$ cat src/design/sixsd_pkg.sv
// Shared constants for the sixel stream decoder: stream codes, modes and color math.
package sixsd_pkg;

    // Palette storage
    localparam int PAL_DEPTH = 256;
    localparam int PAL_AW    = 8;

    // Item modes
    localparam logic [1:0] MODE_DATA   = 2'd0;
    localparam logic [1:0] MODE_PALWR  = 2'd1;
    localparam logic [1:0] MODE_NEWIMG = 2'd2;

    // Parser modes
    localparam logic [1:0] PM_DATA   = 2'd0;
    localparam logic [1:0] PM_REPEAT = 2'd1;
    localparam logic [1:0] PM_COLOR  = 2'd2;

    // Stream codes (7-bit)
    localparam logic [6:0] CH_REPEAT  = 7'd33;
    localparam logic [6:0] CH_COLOR   = 7'd35;
    localparam logic [6:0] CH_CR      = 7'd36;
    localparam logic [6:0] CH_NL      = 7'd45;
    localparam logic [6:0] CH_DIGIT0  = 7'd48;
    localparam logic [6:0] CH_DIGIT9  = 7'd57;
    localparam logic [6:0] CH_SEMI    = 7'd59;
    localparam logic [6:0] CH_SIXEL_LO = 7'd63;
    localparam logic [6:0] CH_SIXEL_HI = 7'd126;

    // Configuration register indexes
    localparam logic [1:0] CFG_WIDTH   = 2'd0;
    localparam logic [1:0] CFG_HEIGHT  = 2'd1;
    localparam logic [1:0] CFG_PALUSED = 2'd2;

    // Color kinds in a '#' definition
    localparam logic [15:0] KIND_HLS = 16'd1;
    localparam logic [15:0] KIND_RGB = 16'd2;

    // Percent to byte: q / 100 as (q * ceil(2^19 / 100)) >> 19, exact for q <= 25500
    localparam logic [6:0]  PCT_DIV   = 7'd100;
    localparam logic [12:0] PCT_RECIP = 13'd5243;
    // Hue level: num * 255 / 600000 = ((num * 17) >> 6) / 625, the last step as
    // (m * ceil(2^27 / 625)) >> 27, exact for m < 338080
    localparam logic [17:0] HUE_RECIP = 18'd214749;

    localparam logic [7:0] ALPHA_OPAQUE = 8'hFF;

endpackage

$ cat src/design/sixsd_color.sv
// Iterative color converter: RGB percentages or HLS (hue in degrees, lightness and saturation in percent) to RGBA8888.
module sixsd_color
    import sixsd_pkg::*;
(
    input  logic        i_clk,
    input  logic        i_rst_n,
    input  logic        i_start,
    input  logic        i_hls,
    input  logic [8:0]  i_a,
    input  logic [6:0]  i_b,
    input  logic [6:0]  i_c,
    output logic        o_done,
    output logic [31:0] o_color
);

    localparam logic [2:0] C_IDLE = 3'd0;
    localparam logic [2:0] C_PREP = 3'd1;
    localparam logic [2:0] C_NUM  = 3'd2;
    localparam logic [2:0] C_DIV  = 3'd3;
    localparam logic [2:0] C_DONE = 3'd4;

    logic [2:0]  r_state, n_state;
    logic        r_hls, r_rgb;
    logic [8:0]  r_a;
    logic [6:0]  r_b, r_c;
    logic [14:0] r_t1, r_t2;
    logic [8:0]  r_hh;
    logic [1:0]  r_ch;
    logic [17:0] r_val;
    logic [7:0]  r_red, r_grn, r_blu;

    // prep arithmetic
    logic [14:0] t1_c, t2_c;
    logic [9:0]  hsum;
    // channel numerator
    logic [9:0]  a0, a2;
    logic [8:0]  ang;
    logic [6:0]  fac, chv;
    logic signed [15:0] diff;
    logic signed [23:0] prod, num24;
    logic [19:0] t1_60, t2_60, num;
    logic [14:0] pct_q;
    logic [23:0] hue_m;
    logic [17:0] val_c;
    // quotient step
    logic [27:0] pct_prod;
    logic [7:0]  pct_w;
    logic [6:0]  pct_r;
    logic [35:0] hue_prod;
    logic [7:0]  byte_v;
    logic        up;

    always_comb begin
        if (r_b < 7'd50) begin
            t1_c = 15'(r_b * (8'd100 + {1'b0, r_c}));
        end else begin
            t1_c = 15'(r_b * (8'd100 - {1'b0, r_c})) + 15'(14'd100 * r_c);
        end
        t2_c = 15'(16'(r_b) * 16'd200 - 16'(t1_c));
        hsum = {1'b0, r_a} + 10'd240;
    end

    always_comb begin
        a0 = {1'b0, r_hh} + 10'd120;
        if (a0 >= 10'd360) a0 = a0 - 10'd360;
        a2 = {1'b0, r_hh} + 10'd240;
        if (a2 >= 10'd360) a2 = a2 - 10'd360;
        case (r_ch)
            2'd0:    ang = a0[8:0];
            2'd1:    ang = r_hh;
            default: ang = a2[8:0];
        endcase
        fac   = (ang < 9'd60) ? ang[6:0] : 7'(9'd240 - ang);
        diff  = $signed({1'b0, r_t1}) - $signed({1'b0, r_t2});
        prod  = 24'(diff * $signed({1'b0, fac}));
        t1_60 = 20'(r_t1 * 6'd60);
        t2_60 = 20'(r_t2 * 6'd60);
        num24 = $signed({4'b0, t2_60}) + prod;
        if (ang < 9'd60 || (ang >= 9'd180 && ang < 9'd240)) begin
            num = num24[19:0];
        end else if (ang < 9'd180) begin
            num = t1_60;
        end else begin
            num = t2_60;
        end
        case (r_ch)
            2'd0:    chv = r_hls ? r_b : r_a[6:0];
            2'd1:    chv = r_b;
            default: chv = r_hls ? r_b : r_c;
        endcase
        pct_q = {chv, 8'd0} - 15'(chv);
        // num * 17, then drop the factor 64 of the 40000 divisor
        hue_m = {num, 4'd0} + 24'(num);
        val_c = r_rgb ? 18'(pct_q) : hue_m[23:6];
    end

    always_comb begin
        pct_prod = 28'(r_val[14:0]) * 28'(PCT_RECIP);
        pct_w    = pct_prod[26:19];
        pct_r    = 7'(r_val[14:0] - 15'({7'd0, pct_w} * 15'(PCT_DIV)));
        hue_prod = 36'(r_val) * 36'(HUE_RECIP);
        up       = (pct_r > 7'd50) || (pct_r == 7'd50 && pct_w[0]);
        byte_v   = r_rgb ? pct_w + {7'd0, up} : hue_prod[34:27];
    end

    always_comb begin
        n_state = r_state;
        unique case (r_state)
            C_IDLE: if (i_start) n_state = C_PREP;
            C_PREP: n_state = C_NUM;
            C_NUM:  n_state = C_DIV;
            C_DIV:  n_state = (r_ch == 2'd2) ? C_DONE : C_NUM;
            C_DONE: n_state = C_IDLE;
            default: n_state = C_IDLE;
        endcase
    end

    always_ff @(posedge i_clk) begin
        if (!i_rst_n) begin
            r_state <= C_IDLE;
        end else begin
            r_state <= n_state;
        end
    end

    always_ff @(posedge i_clk) begin
        if (r_state == C_IDLE && i_start) begin
            r_hls <= i_hls;
            r_rgb <= !i_hls || (i_c == 7'd0);
            r_a   <= i_a;
            r_b   <= i_b;
            r_c   <= i_c;
            r_ch  <= 2'd0;
        end
        if (r_state == C_PREP) begin
            r_t1 <= t1_c;
            r_t2 <= t2_c;
            r_hh <= (hsum >= 10'd360) ? 9'(hsum - 10'd360) : hsum[8:0];
        end
        if (r_state == C_NUM) begin
            r_val <= val_c;
        end
        if (r_state == C_DIV) begin
            case (r_ch)
                2'd0:    r_red <= byte_v;
                2'd1:    r_grn <= byte_v;
                default: r_blu <= byte_v;
            endcase
            r_ch <= r_ch + 2'd1;
        end
    end

    assign o_done  = (r_state == C_DONE);
    assign o_color = {ALPHA_OPAQUE, r_blu, r_grn, r_red};

endmodule

$ cat config.mk
export PLATFORM = sky130hd
export DESIGN_NAME = sixsd_color
export DESIGN_NICKNAME = d
export VERILOG_FILES = /design/src/design/sixsd_pkg.sv /design/src/design/sixsd_color.sv
export SDC_FILE = /design/constraint.sdc
export NUM_CORES = 2
export LEC_CHECK = 0
export BUFFER_PORTS_ARGS = -buffer_cell sky130_fd_sc_hd__buf_4
export CORE_AREA = 2 2 293 295
export DETAILED_ROUTE_END_ITERATION = 12
export DIE_AREA = 0 0 295 297
export SYNTH_ARGS = -nofsm -noshare
export SYNTH_HDL_FRONTEND = slang
export SYNTH_SLANG_ARGS = --single-unit
$ cat constraint.sdc
create_clock -name i_clk -period 9.5 [get_ports i_clk]
set_clock_uncertainty 0.2 [all_clocks]
set_input_delay 1.9 -clock i_clk [delete_from_list [all_inputs] [get_ports i_clk]]
set_output_delay 1.9 -clock i_clk [all_outputs]
set_load 0.03 [all_outputs]
Word-level counts from Yosys, hierarchy flattened
Cells that the tools add are included.

Bits in registers: 111. Input port bits: 27. Output and inout bits: 33. Word-level logic and storage cells: 94.

$add $sub $neg: 18. Multipliers: 10. $lt $le $gt $ge: 9. Equal/unequal tests: 8. Muxes and demuxes: 18. Bitwise operators: 1. Reductions and logical operators: 15.

Operators with widths (number): $mux 20 (2); $mul 15x4->18 const B (2); $mul 18x18->35 const B (1); $ge 10x9->1 const B (3); $mux 15 (2); $mul 15x13->27 const B (1); $mux 9 (3); $sub 9x9->9 const B (3); $add 24x20->24 (1); $mux 7 (3); $add 20x20->20 (1); $add 9x8->10 const B (2); $mul 16x8->20 (1); $lt 9x8->1 const B (2); $pmux 9 s2 (1); $sub 15x15->16 (1); $add 15x14->15 (1); $mul 7x8->15 (1); $mul 8x8->15 (1); $sub 15x15->15 (1); $sub 15x7->15 (1); $pmux 7 s2 (1); $mul 5x7->12 const A (1); $mul 7x5->12 const B (1); 33 further kinds (42).

Logic depth before layout (Yosys ltp)
Word-level depth: 11. Gate-level depth with buffers: 43. Gate-level depth less buffers: 41.

Least setup slack after synthesis
OpenSTA, ideal clock, no wires.

Path type: register to register. Start: reg r_hh[3]. End: reg r_val[16] (data pin). Library setup time: 0.262 ns. Arrival time: 9.198 ns. Required time: 9.038 ns. Slack: -0.160 ns. Stages on the path, launching flop included: 39. Path buffers: 2. Period minus slack after synthesis: 9.660 ns. Path through: edfxtp_1 -> clkbuf_1 -> inv_1 -> ha_1 -> xor2_2 -> a31oi_1 -> nor3_1 -> a31oi_1 -> nand2b_1 -> a221oi_1 -> o311ai_2 -> o21ai_0 -> clkbuf_1 -> nand2b_1 -> fa_1 -> inv_1 -> fa_1 -> inv_1 -> (+3 left out) -> ha_1 -> nor2b_1 -> o21a_1 -> o21ai_0 -> a2111o_1 -> a31oi_1 -> a21o_1 -> a21oi_1 -> xnor2_1 -> xnor2_1 -> xnor2_1 -> xnor3_1 -> mux2i_4 -> ha_1 -> a21oi_1 -> nor3_1 -> a41oi_2 -> mux2_1.

Word-level cells in the longest chain between the ends: 10. Elaborated cells on any way between the ends: 22. Those cells by class: add/sub (7); mul (1); order compare (6); mux (6); reduce/logical (2).

RTL lines: start: declaration (line sixsd_color.sv:27) `logic [8:0] r_hh;`; start signal: assignment (line sixsd_color.sv:138) `r_hh <= (hsum >= 10'd360) ? 9'(hsum - 10'd360) : hsum[8:0];`; $add 9x8->10 / $add 9x7->10 (equally long branches) (line sixsd_color.sv:66, sixsd_color.sv:64); $sub 9x9->9 (tied with other cells) (line sixsd_color.sv:67) `if (a2 >= 10'd360) a2 = a2 - 10'd360;`; $mux 9, on equally long branches (line sixsd_color.sv:67, sixsd_color.sv:65); $pmux 9 s2 (*) (line sixsd_color.sv:68) `case (r_ch)`; $lt 9x6->1 / $sub 7x7->7 (equally long branches) (line sixsd_color.sv:73, sixsd_color.sv:79); $mux 7 (line sixsd_color.sv:73) `fac = (ang < 9'd60) ? ang[6:0] : 7'(9'd240 - ang);`; $mul 16x8->20 (line sixsd_color.sv:75) `prod = 24'(diff * $signed({1'b0, fac}));`; $add 20x20->20 (line sixsd_color.sv:78) `num24 = $signed({4'b0, t2_60}) + prod;`; $mux 20 (*) (line sixsd_color.sv:79) `if (ang < 9'd60 || (ang >= 9'd180 && ang < 9'd240)) begin`; $add 24x20->24 (*) (line sixsd_color.sv:93) `hue_m = {num, 4'd0} + 24'(num);`; end signal: assignment (line sixsd_color.sv:141) `r_val <= val_c;`; end: declaration (line sixsd_color.sv:29) `logic [17:0] r_val;`.

Every way passes the cells marked *; elsewhere a longest branch is shown, timed or not. A chain may end at the register's enable or synchronous reset.

Final worst setup path
Start: reg r_hh[4]. End: reg r_val[16] (data pin).

The elaborated chain is that of the path after synthesis.

==> flow_metrics.tcl <==
set metrics [dict create \
    floorplan.die_area_sq_um 87600 \
    numClockSinks 110 \
    finalHoldViolations 0 \
    cp.required_ps 9450 \
    clock_tree.htree_level_count 3 \
    initial_antenna_violation_count 1 \
    crit_buf_inv 5 \
    max_stage_delay_ps 550 \
    drt_pre_antenna_iters 5 \
    boundaryPins 60 \
    grt.total_usage 0.163 \
    postSynthRegisterBits 110 \
    timing.critical_path.max_delay_family "compound AO/OA/AOI/OAI gates" \
    grt_pass1_vias 21408 \
    critical-path-top-cell-by-count "sky130_fd_sc_hd__fa_1" \
    worst_hold_path_type "flip-flop to flip-flop" \
    timing.critical_path.fanout_max 6 \
    core_region_area_sq_um 84500 \
    cts_buffers 9 \
    postRouteAntennaNets 0 \
    global_route_wire_length_before_repair_um 113000 \
    ys.warnings.count 0 \
    area_growth_syn_to_layout_pct 10.0 \
    worst-slew-pin-transition_ps 1070 \
    floorplan.die.width_um 295 \
    worst-endpoint-arrival_ps 9040 \
    replace_congestion 0.895 \
    final_core_utilization 0.370 \
    max_cap_viols 0 \
    final_count_of_negative_setup_slack_endpoints 0 \
    slowest_stage "sky130_fd_sc_hd__fa_1" \
    status "complete, no violations" \
    routed-via-count 20476 \
    sequential_cell_area_sq_um 3270 \
    cts.path.max_buffers 2 \
    synth-edff-count 107 \
    wl_um 68700 \
    mappedNetlistArea_sq_um 28400 \
    postSynth.topFlopCell "sky130_fd_sc_hd__edfxtp_1" \
    initial_core_utilization 0.337 \
    drt_iter0_drc 848 \
    post-place-ws_ps 31.7 \
    cp-end-kind "flip-flop" \
    multi_input_area_sq_um 22700 \
    finalCritPeriodShare 0.957 \
    maxSlewViolCount 0 \
    clock_pin_slew_on_the_worst_setup_and_hold_paths_ps 80 \
    post_drt_via_cell_ratio 4.81 \
    timing.final.ws_setup_ps 404 \
    fillCellCount 8609 \
    ant_diodes 0 \
    postCtsHoldBufs 0 \
    relSlewSlack 0.284 \
    worst-setup-path-type "flip-flop to flip-flop" \
    clk_root_buffer_cell "sky130_fd_sc_hd__clkbuf_16" \
    pin_count_of_the_biggest_net_entering_global_routing 42 \
    final_layout_size_suffix_gt1_frac 0.0828 \
    synth.distinct_cells 97 \
    synth-seq-area-share 0.115 \
    worst_setup_path_start_kind "flip-flop" \
    tritoncts "yes" \
    fp.dieH_um 297 \
    detail_route.drc_violations 0 \
    port_buffers 51 \
    placementRows 107 \
    worst_skew_pair.late_latency_ps 400 \
    postSynth.asyncResetShare 0 \
    period_needed_ps 9100 \
    synth_cells 3011 \
    place.detailed.hpwl_um 59400 \
    achievable_frequency_mhz 110 \
    overflow 0 \
    finish.net_count 4044 \
    wl_per_cell_um 16.1 \
    post_synth.cell_area_avg_sq_um 9.44 \
]
metal layers:
metal	vias to the layer above	track usage	routed length, um
met5	-	0	0
met4	0	0.0360	1210
met3	71	0.0211	2460
met2	311	0.280	33600
met1	10065	0.217	31400
li1	10029	-	-
tightest hold or removal path: cells and delay by family, from the launching register on:
kind,cells,cell delay [ps]
flip-flops,1,370
AND/OR/NAND/NOR,2,170
repair_timing:
item | 4_1_cts | 5_1_grt
endpoints found under the setup margin | 0 | 7
buffers inserted | 0 | 8
hold endpoints to repair | 0 | 0
gates resized for setup | 0 | 61
logic make-up (layout without fill, tap and decap cells):
kind of cell	after synthesis	in the layout	share of synthesized area
adder cells (fa/ha/maj)	907	907	0.508
buffers and inverters	721	818	0.0974
AND/OR/NAND/NOR	608	608	0.105
AO/OA/AOI/OAI	448	448	0.104
XOR/XNOR	178	178	0.0556
flip-flops	110	110	0.115
multiplexers	38	38	0.0147
other	1	8	0.000132
through the flow:
step,TNS (ps),cells,hold WS (ps),area (sq um)
finish,0,4259,381,31300
floorplan,0,3018,227,28500
global route,-56.2,4259,409,31300
global placement,0,4235,370,30600
CTS,0,4251,382,30900
detailed placement,0,4235,371,30600
registers in the layout (all words and copies together), names as in the netlist:
signal / cells
r_grn: 8
r_state: 3
r_blu: 8
r_a: 9
r_t1: 15
r_rgb: 1
r_c: 7
r_hh: 9
r_red: 8
r_ch: 2
r_b: 7
r_val: 18
r_t2: 14
r_hls: 1
Yosys cell counts (4+ instances only):
cell type,number,area share
sky130_fd_sc_hd__a211o_1,5,0.0015
sky130_fd_sc_hd__a211oi_1,22,0.0058
sky130_fd_sc_hd__a21boi_0,11,0.0029
sky130_fd_sc_hd__a21o_1,42,0.011
sky130_fd_sc_hd__a21oi_1,136,0.024
sky130_fd_sc_hd__a22oi_1,4,0.0011
sky130_fd_sc_hd__a31oi_1,17,0.0037
sky130_fd_sc_hd__a41o_1,5,0.0018
sky130_fd_sc_hd__a41oi_1,5,0.0015
sky130_fd_sc_hd__and2_1,34,0.0075
sky130_fd_sc_hd__and3_1,15,0.0033
sky130_fd_sc_hd__and4_1,4,0.0012
sky130_fd_sc_hd__buf_2,9,0.0016
sky130_fd_sc_hd__buf_4,8,0.0021
sky130_fd_sc_hd__clkbuf_1,36,0.0048
sky130_fd_sc_hd__edfxtp_1,107,0.11
sky130_fd_sc_hd__fa_1,411,0.29
sky130_fd_sc_hd__ha_1,496,0.22
sky130_fd_sc_hd__inv_1,662,0.087
sky130_fd_sc_hd__mux2_2,12,0.0048
sky130_fd_sc_hd__mux2i_1,22,0.0077
sky130_fd_sc_hd__nand2_1,146,0.019
sky130_fd_sc_hd__nand2b_1,38,0.0084
sky130_fd_sc_hd__nand3_1,37,0.0065
sky130_fd_sc_hd__nand4_1,5,0.0011
sky130_fd_sc_hd__nor2_1,176,0.023
sky130_fd_sc_hd__nor2b_1,24,0.0053
sky130_fd_sc_hd__nor3_1,52,0.0092
sky130_fd_sc_hd__nor4_1,6,0.0013
sky130_fd_sc_hd__o2111ai_1,4,0.0012
sky130_fd_sc_hd__o211ai_1,8,0.0021
sky130_fd_sc_hd__o21a_1,19,0.0050
sky130_fd_sc_hd__o21ai_0,77,0.014
sky130_fd_sc_hd__o21bai_1,23,0.0061
sky130_fd_sc_hd__o22ai_1,5,0.0011
sky130_fd_sc_hd__o31a_1,7,0.0022
sky130_fd_sc_hd__o31ai_1,12,0.0032
sky130_fd_sc_hd__or2_2,23,0.0051
sky130_fd_sc_hd__or3_1,19,0.0042
sky130_fd_sc_hd__or4_1,7,0.0018
sky130_fd_sc_hd__xnor2_1,122,0.038
sky130_fd_sc_hd__xor2_1,54,0.017
path summary, 6_finish.rpt:
check / start / end / slack, ps / depth (start not counted)
worst max-delay path: r_hh[4] / r_val[16] / 400 / 38
worst min-delay path: r_state[1] / r_state[0] / 380 / 2
worst max register to register: r_hh[4] / r_val[16] / 400 / 38
worst min register to register: r_state[1] / r_state[0] / 380 / 2
area by class of cell:
type                            instances  share of cell area
Sequential cell                       110               0.105
Clock inverter                          6             0.00280
Inverter                              664              0.0798
Tap cell                             1144              0.0458
Clock buffer                           10             0.00732
Timing Repair Buffer                  138              0.0334
Multi-Input combinational cell       2187               0.726
layout by cell type (no fill, tap or decap), types with 18 or more instances in the layout:
cell type                  instances
sky130_fd_sc_hd__inv_1           659
sky130_fd_sc_hd__ha_1            490
sky130_fd_sc_hd__fa_1            410
sky130_fd_sc_hd__nor2_1          176
sky130_fd_sc_hd__nand2_1         145
sky130_fd_sc_hd__buf_4           136
sky130_fd_sc_hd__a21oi_1         132
sky130_fd_sc_hd__xnor2_1         118
sky130_fd_sc_hd__edfxtp_1        107
sky130_fd_sc_hd__o21ai_0          71
sky130_fd_sc_hd__xor2_1           53
sky130_fd_sc_hd__nor3_1           51
sky130_fd_sc_hd__a21o_1           42
sky130_fd_sc_hd__nand2b_1         38
sky130_fd_sc_hd__nand3_1          37
sky130_fd_sc_hd__and2_1           34
sky130_fd_sc_hd__nor2b_1          23
sky130_fd_sc_hd__o21bai_1         23
sky130_fd_sc_hd__or2_2            22
sky130_fd_sc_hd__mux2i_1          22
sky130_fd_sc_hd__or3_1            19
sky130_fd_sc_hd__o21a_1           19
sky130_fd_sc_hd__a211oi_1         18
Power is left out: the tool's default activity adds up to more than one toggle a clock period on the data nets, which glitch-free logic cannot reach.
